--- src/rtl/core/tspm_pkg.sv ---
// Package for the take/skip position mapper: word types, opcodes, constants.
// No dependencies.
`timescale 1ns / 1ps
`default_nettype none
package tspm_pkg;

  localparam int unsigned FieldW  = 31;
  localparam int unsigned KeepW   = 16;
  localparam int unsigned PeriodW = 17;
  localparam int unsigned ProdW   = FieldW + PeriodW;
  localparam int unsigned PosWidthDefault = 31;

  typedef enum logic [1:0] {
    OP_V2R_POS  = 2'd0,
    OP_R2V_POS  = 2'd1,
    OP_R2V_SIZE = 2'd2,
    OP_V2R_SIZE = 2'd3
  } opcode_t;

  typedef enum logic {
    CFG_KEEP = 1'b0,
    CFG_DROP = 1'b1
  } cfg_idx_t;

  typedef struct packed {
    opcode_t             opcode;
    logic [FieldW-1:0]   operand_value;
  } in_word_t;

  typedef struct packed {
    logic [FieldW-1:0]   mapped_value;
    logic                error_flag;
  } out_word_t;

  typedef struct packed {
    logic                vld;
    opcode_t             op;
    logic [KeepW-1:0]    take;
    logic [PeriodW-1:0]  per;
    logic [PeriodW-1:0]  div;
    logic [PeriodW-1:0]  rem;
    logic [FieldW-1:0]   acc;
    logic                err;
    logic                lt;
  } cell_word_t;

endpackage
`default_nettype wire

--- src/rtl/core/tspm_div_cell.sv ---
// One restoring-division cell: retires one quotient bit per word.
// Depends on tspm_pkg.
`timescale 1ns / 1ps
`default_nettype none
module tspm_div_cell import tspm_pkg::*; (
  input  wire logic       clk,
  input  wire logic       rst_n,
  input  wire logic       en,
  input  wire cell_word_t d_in,
  output cell_word_t      d_out
);

  cell_word_t          cell_r;
  cell_word_t          cell_nxt;
  logic [PeriodW:0]    trial;
  logic                ge;

  always_comb begin
    trial    = {d_in.rem, d_in.acc[FieldW-1]};
    ge       = trial >= {1'b0, d_in.div};
    cell_nxt = d_in;
    cell_nxt.rem = ge ? PeriodW'(trial - {1'b0, d_in.div}) : trial[PeriodW-1:0];
    cell_nxt.acc = {d_in.acc[FieldW-2:0], ge};
  end

  always_ff @(posedge clk) begin
    if (!rst_n) begin
      cell_r.vld <= 1'b0;
    end else if (en) begin
      cell_r <= cell_nxt;
    end
  end

  assign d_out = cell_r;

endmodule
`default_nettype wire

--- src/rtl/core/take_skip_position_mapper.sv ---
// Top level of the take/skip position mapper: divider cell chain, multiply, output.
// Depends on tspm_pkg and tspm_div_cell.
//
//  channel | ports                               | moves
//  in      | in_valid, in_ready, in_data         | opcode, operand_value
//  out     | out_valid, out_ready, out_data      | mapped_value, error_flag
//  cfg     | cfg_we, cfg_index, cfg_data         | keep_count, drop_count
//
// One word per cycle while the output is not stalled; 31 divider cells, multiply, add/check.
// The whole pipeline advances together whenever the output register is free or taken.
// Reset (rst_n low, synchronous) empties the pipeline; keep_count and drop_count go to 1.
`timescale 1ns / 1ps
`default_nettype none
module take_skip_position_mapper import tspm_pkg::*; #(
  parameter int unsigned POS_WIDTH = PosWidthDefault
) (
  input  wire logic             clk,
  input  wire logic             rst_n,
  input  wire logic             in_valid,
  output logic                  in_ready,
  input  wire in_word_t         in_data,
  output logic                  out_valid,
  input  wire logic             out_ready,
  output out_word_t             out_data,
  input  wire logic             cfg_we,
  input  wire logic             cfg_index,
  input  wire logic [KeepW-1:0] cfg_data
);

  localparam logic [FieldW-1:0] Lim =
    (POS_WIDTH >= FieldW) ? {FieldW{1'b1}} : FieldW'((64'd1 << POS_WIDTH) - 64'd1);

  logic [KeepW-1:0]   keep_r;
  logic [KeepW-1:0]   drop_r;
  logic               en;
  cell_word_t         chain [0:FieldW];
  cell_word_t         head;
  cell_word_t         tail;
  logic               m_vld_r;
  logic [ProdW-1:0]   prod_r;
  logic [PeriodW-1:0] add_r;
  logic               m_err_r;
  logic [ProdW:0]     sum;
  logic               out_valid_r;
  out_word_t          out_r;
  logic               fin_err;

  always_ff @(posedge clk) begin
    if (!rst_n) begin
      keep_r <= KeepW'(1);
      drop_r <= KeepW'(1);
    end else if (cfg_we) begin
      case (cfg_index)
        CFG_KEEP: keep_r <= cfg_data;
        CFG_DROP: drop_r <= cfg_data;
        default:  keep_r <= keep_r;
      endcase
    end
  end

  assign en       = !out_valid_r || out_ready;
  assign in_ready = en;

  always_comb begin
    head      = '0;
    head.vld  = in_valid;
    head.op   = in_data.opcode;
    head.take = keep_r;
    head.per  = PeriodW'({1'b0, keep_r} + {1'b0, drop_r});
    head.div  = (in_data.opcode == OP_V2R_POS || in_data.opcode == OP_V2R_SIZE) ?
                {1'b0, keep_r} : head.per;
    head.rem  = '0;
    head.acc  = in_data.operand_value;
    head.err  = (keep_r == '0) || (in_data.operand_value > Lim);
    head.lt   = in_data.operand_value < {{(FieldW-KeepW){1'b0}}, keep_r};
  end

  assign chain[0] = head;

  for (genvar g = 0; g < FieldW; g++) begin : g_cell
    tspm_div_cell u_cell (
      .clk   (clk),
      .rst_n (rst_n),
      .en    (en),
      .d_in  (chain[g]),
      .d_out (chain[g+1])
    );
  end

  assign tail = chain[FieldW];

  always_ff @(posedge clk) begin
    if (!rst_n) begin
      m_vld_r <= 1'b0;
    end else if (en) begin
      m_vld_r <= tail.vld;
    end
  end

  always_ff @(posedge clk) begin
    if (en) begin
      prod_r <= ProdW'(tail.acc) *
                ((tail.op == OP_V2R_POS || tail.op == OP_V2R_SIZE) ?
                 ProdW'(tail.per) : ProdW'(tail.take));
      case (tail.op)
        OP_V2R_POS: add_r <= tail.rem;
        OP_R2V_POS: add_r <= (tail.rem < {1'b0, tail.take}) ? tail.rem : {1'b0, tail.take};
        default:    add_r <= '0;
      endcase
      m_err_r <= tail.err ||
                 ((tail.op == OP_R2V_SIZE || tail.op == OP_V2R_SIZE) &&
                  (tail.lt || tail.rem != '0));
    end
  end

  always_comb begin
    sum     = {1'b0, prod_r} + (ProdW+1)'(add_r);
    fin_err = m_err_r || (sum > (ProdW+1)'(Lim));
  end

  always_ff @(posedge clk) begin
    if (!rst_n) begin
      out_valid_r <= 1'b0;
    end else if (en) begin
      out_valid_r <= m_vld_r;
    end
  end

  always_ff @(posedge clk) begin
    if (en) begin
      out_r.error_flag   <= fin_err;
      out_r.mapped_value <= fin_err ? '0 : sum[FieldW-1:0];
    end
  end

  assign out_valid = out_valid_r;
  assign out_data  = out_r;

endmodule
`default_nettype wire

--- config.mk ---
export PLATFORM = sky130hd
export DESIGN_NAME = take_skip_position_mapper
export DESIGN_NICKNAME = d
export VERILOG_FILES = /design/src/rtl/core/tspm_pkg.sv /design/src/rtl/core/tspm_div_cell.sv /design/src/rtl/core/take_skip_position_mapper.sv
export SDC_FILE = /design/constraint.sdc
export NUM_CORES = 2
export LEC_CHECK = 0
export BUFFER_PORTS_ARGS = -buffer_cell sky130_fd_sc_hd__buf_2
export CORE_MARGIN = 10
export CORE_UTILIZATION = 25
export CTS_CLUSTER_DIAMETER = 80
export CTS_CLUSTER_SIZE = 25
export DETAILED_ROUTE_END_ITERATION = 8
export GPL_ROUTABILITY_DRIVEN = 1
export GPL_TIMING_DRIVEN = 0
export SETUP_SLACK_MARGIN = 0.15
export SLEW_MARGIN = 20
export SYNTH_ARGS = -nofsm -noshare
export SYNTH_HDL_FRONTEND = slang
export SYNTH_SLANG_ARGS = --single-unit
--- constraint.sdc ---
create_clock -name clk -period 122.9 [get_ports clk]
set_input_delay 36.87 -clock clk [delete_from_list [all_inputs] [get_ports clk]]
set_output_delay 36.87 -clock clk [all_outputs]
set_load 0.05 [all_outputs]
# Word-level counts from Yosys, hierarchy flattened
# Index checks and enable logic that the tools add are counted.
# op_classes
add_sub_neg	33
n_reduce_logical	17
bitwise	1
n_eq_ne	4
multipliers	1
muxes	35
magnitude_cmp	35
# ops
op	n
$mux W17	33
$ge A18 B17 Y1	30
$sub A17 B17 Y17	30
$add A48 B17 Y49	1
$gt A49 B31 Y1 const B	1
$mul A31 B17 Y48	1
$pmux W17 S2	1
$gt A31 B31 Y1 const B	1
$lt A31 B16 Y1	1
$add A16 B16 Y17	1
$ge A1 B17 Y1	1
$lt A17 B16 Y1	1
$reduce_bool A17 Y1	1
$sub A1 B17 Y17	1
$logic_not A16 Y1	1
$logic_or A1 B1 Y1	8
$eq A2 B2 Y1 const B	3
$reduce_and A2 Y1	3
$logic_not A2 Y1	2
$eq A2 B1 Y1 const B	1
$logic_and A1 B1 Y1	1
$logic_not A1 Y1	1
$mux W1	1
$not A1 Y1	1
# word_totals
inputBits	55
wordCells	414
reg_bits	3308

# Logic depth before layout (Yosys ltp)
# depth
ltp_word	5
mapped_depth	30
ltp_nobuf	27

# Hierarchy
# From an unflattened synthesis, not the netlist that was laid out.
# unflattened
cells_unflattened	11269
area_unflattened_um2	156103.5
# by_module_without_submodules
mod	seq_area_each_um2	n_inst	area_each_um2	cells_per_inst
tspm_div_cell at g_cell[0].u_cell ...	3083.0	24	4211.5	271
tspm_div_cell at g_cell[4].u_cell ...	3083.0	6	4234.1	279
take_skip_position_mapper	3623.5	1	25320.5	2820
tspm_div_cell at g_cell[3].u_cell	3083.0	1	4301.6	271

# Least setup slack after synthesis
# No wires, ideal clock.
# synth_path
path_type	input -> register
from	input port out_ready
to	register g_cell[0].u_cell.cell_r (netlist bit g_cell[0].u_cell.d_out[0]) (enable)
arrival_ps	110692
n_path_buf	2
required_time_ps	118961
cell_stages	5
path_slack_ps	8268
setup_time_ps	3939
path_cell_list	nor2b_1 clkbuf_1 clkinv_1 clkbuf_1 and2_1
# synth_between
elab_chain_len	2
# synth_rtl
item	line_no	source
from (decl)	take_skip_position_mapper.sv:23	input wire logic out_ready,
$logic_or A1 B1 Y1	take_skip_position_mapper.sv:61	assign en = !out_valid_r || out_ready;
named net in_ready	take_skip_position_mapper.sv:20	output logic in_ready,
$reduce_and A2 Y1 (no source line)	--	
to (signal assigned)	tspm_div_cell.sv:30	cell_r <= cell_nxt;
to (decl)	tspm_div_cell.sv:13	cell_word_t cell_r;
# The timed path passes the listed nets, and every way through them passes these cells.
# A chain may end at the register's enable or synchronous reset.

# Worst setup path after layout
# layout_path
from	input port out_ready
to	output port in_ready
# layout_between
elab_chain_len	1
# layout_rtl
item	line_no
$logic_or A1 B1 Y1	take_skip_position_mapper.sv:61
to (decl)	take_skip_position_mapper.sv:20
# No other way between the ends.

==> flow_summary.json <==
{
  "syn_avg_cell_area_um2": 14.2,
  "crit_fanout": 55,
  "clkSinkCount": 3308,
  "firstDrtPassIters": 5,
  "antenna_found_initial": 28,
  "cts_setup_buffers": 0,
  "grt_pass1_wl_um": 436000,
  "hold_slack_ns": 0.391,
  "final_common_cell": "edfxtp_1",
  "dp_hpwl_um": 205000,
  "cts.reportedPaths.clkPinSlew_ns": 0.10,
  "slew-limit-headroom_pct": 22.1,
  "nNetsFinal": 12000,
  "io_buffers": 87,
  "cts_tree": "yes",
  "critPathBufInv": 6,
  "drt-vias-per-instance": 4.15,
  "clockRootBuffer": "clkbuf_16",
  "cp_slowest_cell": "clkbuf_4",
  "tns_ns": 0,
  "pre_cts_ws_ns": 47.32,
  "postCtsHoldBufs": 0,
  "finalWeightedCongestion": 0.872,
  "ir_worst_vdd_mv": 0.0492,
  "async_reset_ff_share_pct": 0,
  "grt_pass1_vias": 77100,
  "die_area_mm2": 0.628,
  "drt-initial-drc-count": 5698,
  "layout_common_cells": "edfxtp_1 (3,243), inv_1 (1,196), nand2_1 (1,037), ha_1 (701), o21ai_0 (631)",
  "pwr-share-comb_pct": 48.3,
  "std_cell_rows": 283,
  "ys_seq_elements": 3308,
  "start_util_pct": 25.1,
  "start_kind": "input pin",
  "drv_slew": 0,
  "post_drt_wl_per_cell_um": 14.8,
  "yosysWarnings": 0,
  "power_switching_w": 0.00163,
  "maxCapViolCount": 0,
  "clk_latency_ns": 0.90,
  "hold_path_class": "flop to flop",
  "cts_made_buffers": 166,
  "synth_edf_count": 3243,
  "grtUsageTotal_pct": 8.54,
  "syn_area_mm2": 0.149,
  "cts_max_path_buffers": 4,
  "p_int_w": 0.00268,
  "p_leak_nw": 62.1,
  "status": "finished, final reports clean",
  "p_seq_share_pct": 37.7,
  "finalCritPeriodShare_pct": 61.5,
  "overflow": 0,
  "drc": 0,
  "pwr_density_cell_mw_per_mm2": 26.0,
  "hold_viol": 0,
  "post-route-util_pct": 27.9,
  "swShare_pct": 37.8,
  "fin_ws_ns": 47.37,
  "endpoint_kind": "primary output",
  "crit_type": "input pin to primary output",
  "crit_required_ns": 86.03,
  "netlist_instances": 10500,
  "ant_nets": 0,
  "ys_seq_area_share_pct": 66.2,
  "final-setup-viol-count": 0,
  "tightestPinTransition_ns": 1.15,
  "io_pins": 89,
  "area_delta_synth_final_pct": 11.1,
  "drive_above_1_share_pct": 4.56,
  "placeableCoreArea_mm2": 0.594,
  "die_h_um": 792,
  "grt_max_degree": 63,
  "ys.flop_type": "edfxtp_1",
  "pwr-share-clk_pct": 14.0,
  "period_needed_ns": 75.53,
  "synth.distinct_cells": 83,
  "cp.arrival_ns": 38.66,
  "cpMostUsedCell": "buf_2",
  "rsz0062_at_grt": "no",
  "synthesis.nets": 11700,
  "die_w_um": 792,
  "max_freq_mhz": 13.2,
  "cp_top_family": "buffers and inverters",
  "cpPeakStageDelay_ns": 0.41,
  "htree_levels": 4,
  "wirelength_um": 276000,
  "finalClockSkew_ns": 0.0663,
  "num_vias": 77500,
  "path_cells": "buf_2, nor2b_1, clkbuf_1, clkinv_1, clkbuf_4, buf_16, buf_2",
  "cts-resized-gates": 0
}
## power by group through the flow
stage | clock network (W) | registers, W | logic [W]
5_1_grt | 0.000671 | 0.00164 | 0.00238
4_1_cts | 0.000633 | 0.00163 | 0.00209
2_1_floorplan | 0 | 0.00176 | 0.00161
3_3_place_gp | 0 | 0.00186 | 0.00206
3_5_place_dp | 0 | 0.00165 | 0.00208
6_report | 0.000604 | 0.00162 | 0.00208
## cell usage after synthesis (94+ instances only)
cell,count,area share (%)
a21o_1,191,0.96
a21oi_1,346,1.2
and2_1,241,1.0
clkbuf_1,200,0.50
edfxtp_1,3243,65
fa_1,466,6.3
ha_1,701,5.9
inv_1,1196,3.0
mux2_2,97,0.73
nand2_1,1037,2.6
nand2b_1,96,0.40
nand4_1,109,0.46
nor2_1,309,0.78
nor2b_1,94,0.39
nor3_1,131,0.44
o21a_1,110,0.55
o21ai_0,631,2.1
xnor2_1,219,1.3
xor2_1,260,1.5
## registers in the layout (all words and copies together) (netlist names)
| register | flops |
|---|---|
| m_vld_r | 1 |
| drop_r | 16 |
| g_cell.u_cell.d_out | 3176 |
| add_r | 17 |
| prod_r | 48 |
| out_valid | 1 |
| m_err_r | 1 |
| out_data | 32 |
| keep_r | 16 |
## path summary, 6_finish.rpt
kind	from	end	slack [ns]	cells past startpoint
worst max-delay path	out_ready	in_ready	47.37	7
worst min-delay path	g_cell[29].u_cell.d_out[70]$_DFFE_PP_	g_cell[30].u_cell.d_out[70]$_DFFE_PP_	0.39	0
worst max register to register	g_cell[30].u_cell.d_out[100]$_DFFE_PP_	prod_r[47]$_DFFE_PN_	113.25	29
worst min register to register	g_cell[29].u_cell.d_out[70]$_DFFE_PP_	g_cell[30].u_cell.d_out[70]$_DFFE_PP_	0.39	0
## cells by family after synthesis
family | count (synthesis) | share of synthesized area [%]
mux | 147 | 1.07
fa+ha+maj | 1167 | 12.1
flops | 3308 | 66.2
xor+xnor | 479 | 2.81
buf+inv | 1406 | 3.56
compound gates | 1708 | 7.09
simple gates | 2257 | 7.13
## worst reg2reg max path, delay by kind of cell (launching register included)
family	cells	cell delay, ns
adders and majority gates	8	3.59
AOI/OAI and AO/OA	5	1.65
buffers and inverters	9	2.19
xor gates and xnor gates	1	0.14
muxes	1	0.48
DFF	1	0.38
and+or+nand+nor	5	0.96
## routing by layer
metal / global-route usage [%] / up-vias / share of wire [%]
met5: 0 / - / 0
met4: 1.87 / 0 / 2.2
met3: 1.25 / 351 / 4.8
met2: 13.6 / 1436 / 44
met1: 12.3 / 37800 / 49
li1: - / 37900 / -
## cell type report
class | count | area, µm²
Antenna cell | 1 | 2.50
Buffer | 208 | 818
Clock buffer | 182 | 4300
Clock inverter | 29 | 407
Fill cell | 59900 | 428000
Inverter | 1198 | 4500
Multi-Input combinational cell | 5758 | 45100
Sequential cell | 3308 | 98700
Tap cell | 7837 | 9810
Timing Repair Buffer | 150 | 2060
## stage by stage
| stage | instance area (µm²) | std cells | power, W |
|---|---|---|---|
| 6_report | 166000 | 18700 | 0.00431 |
| 5_1_grt | 166000 | 18700 | 0.00469 |
| 4_1_cts | 166000 | 18700 | 0.00435 |
| 3_5_place_dp | 161000 | 18500 | 0.00373 |
| 3_3_place_gp | 159000 | 18400 | 0.00392 |
| 2_1_floorplan | 149000 | 10500 | 0.00337 |
Power figures use the tool's default switching activity.
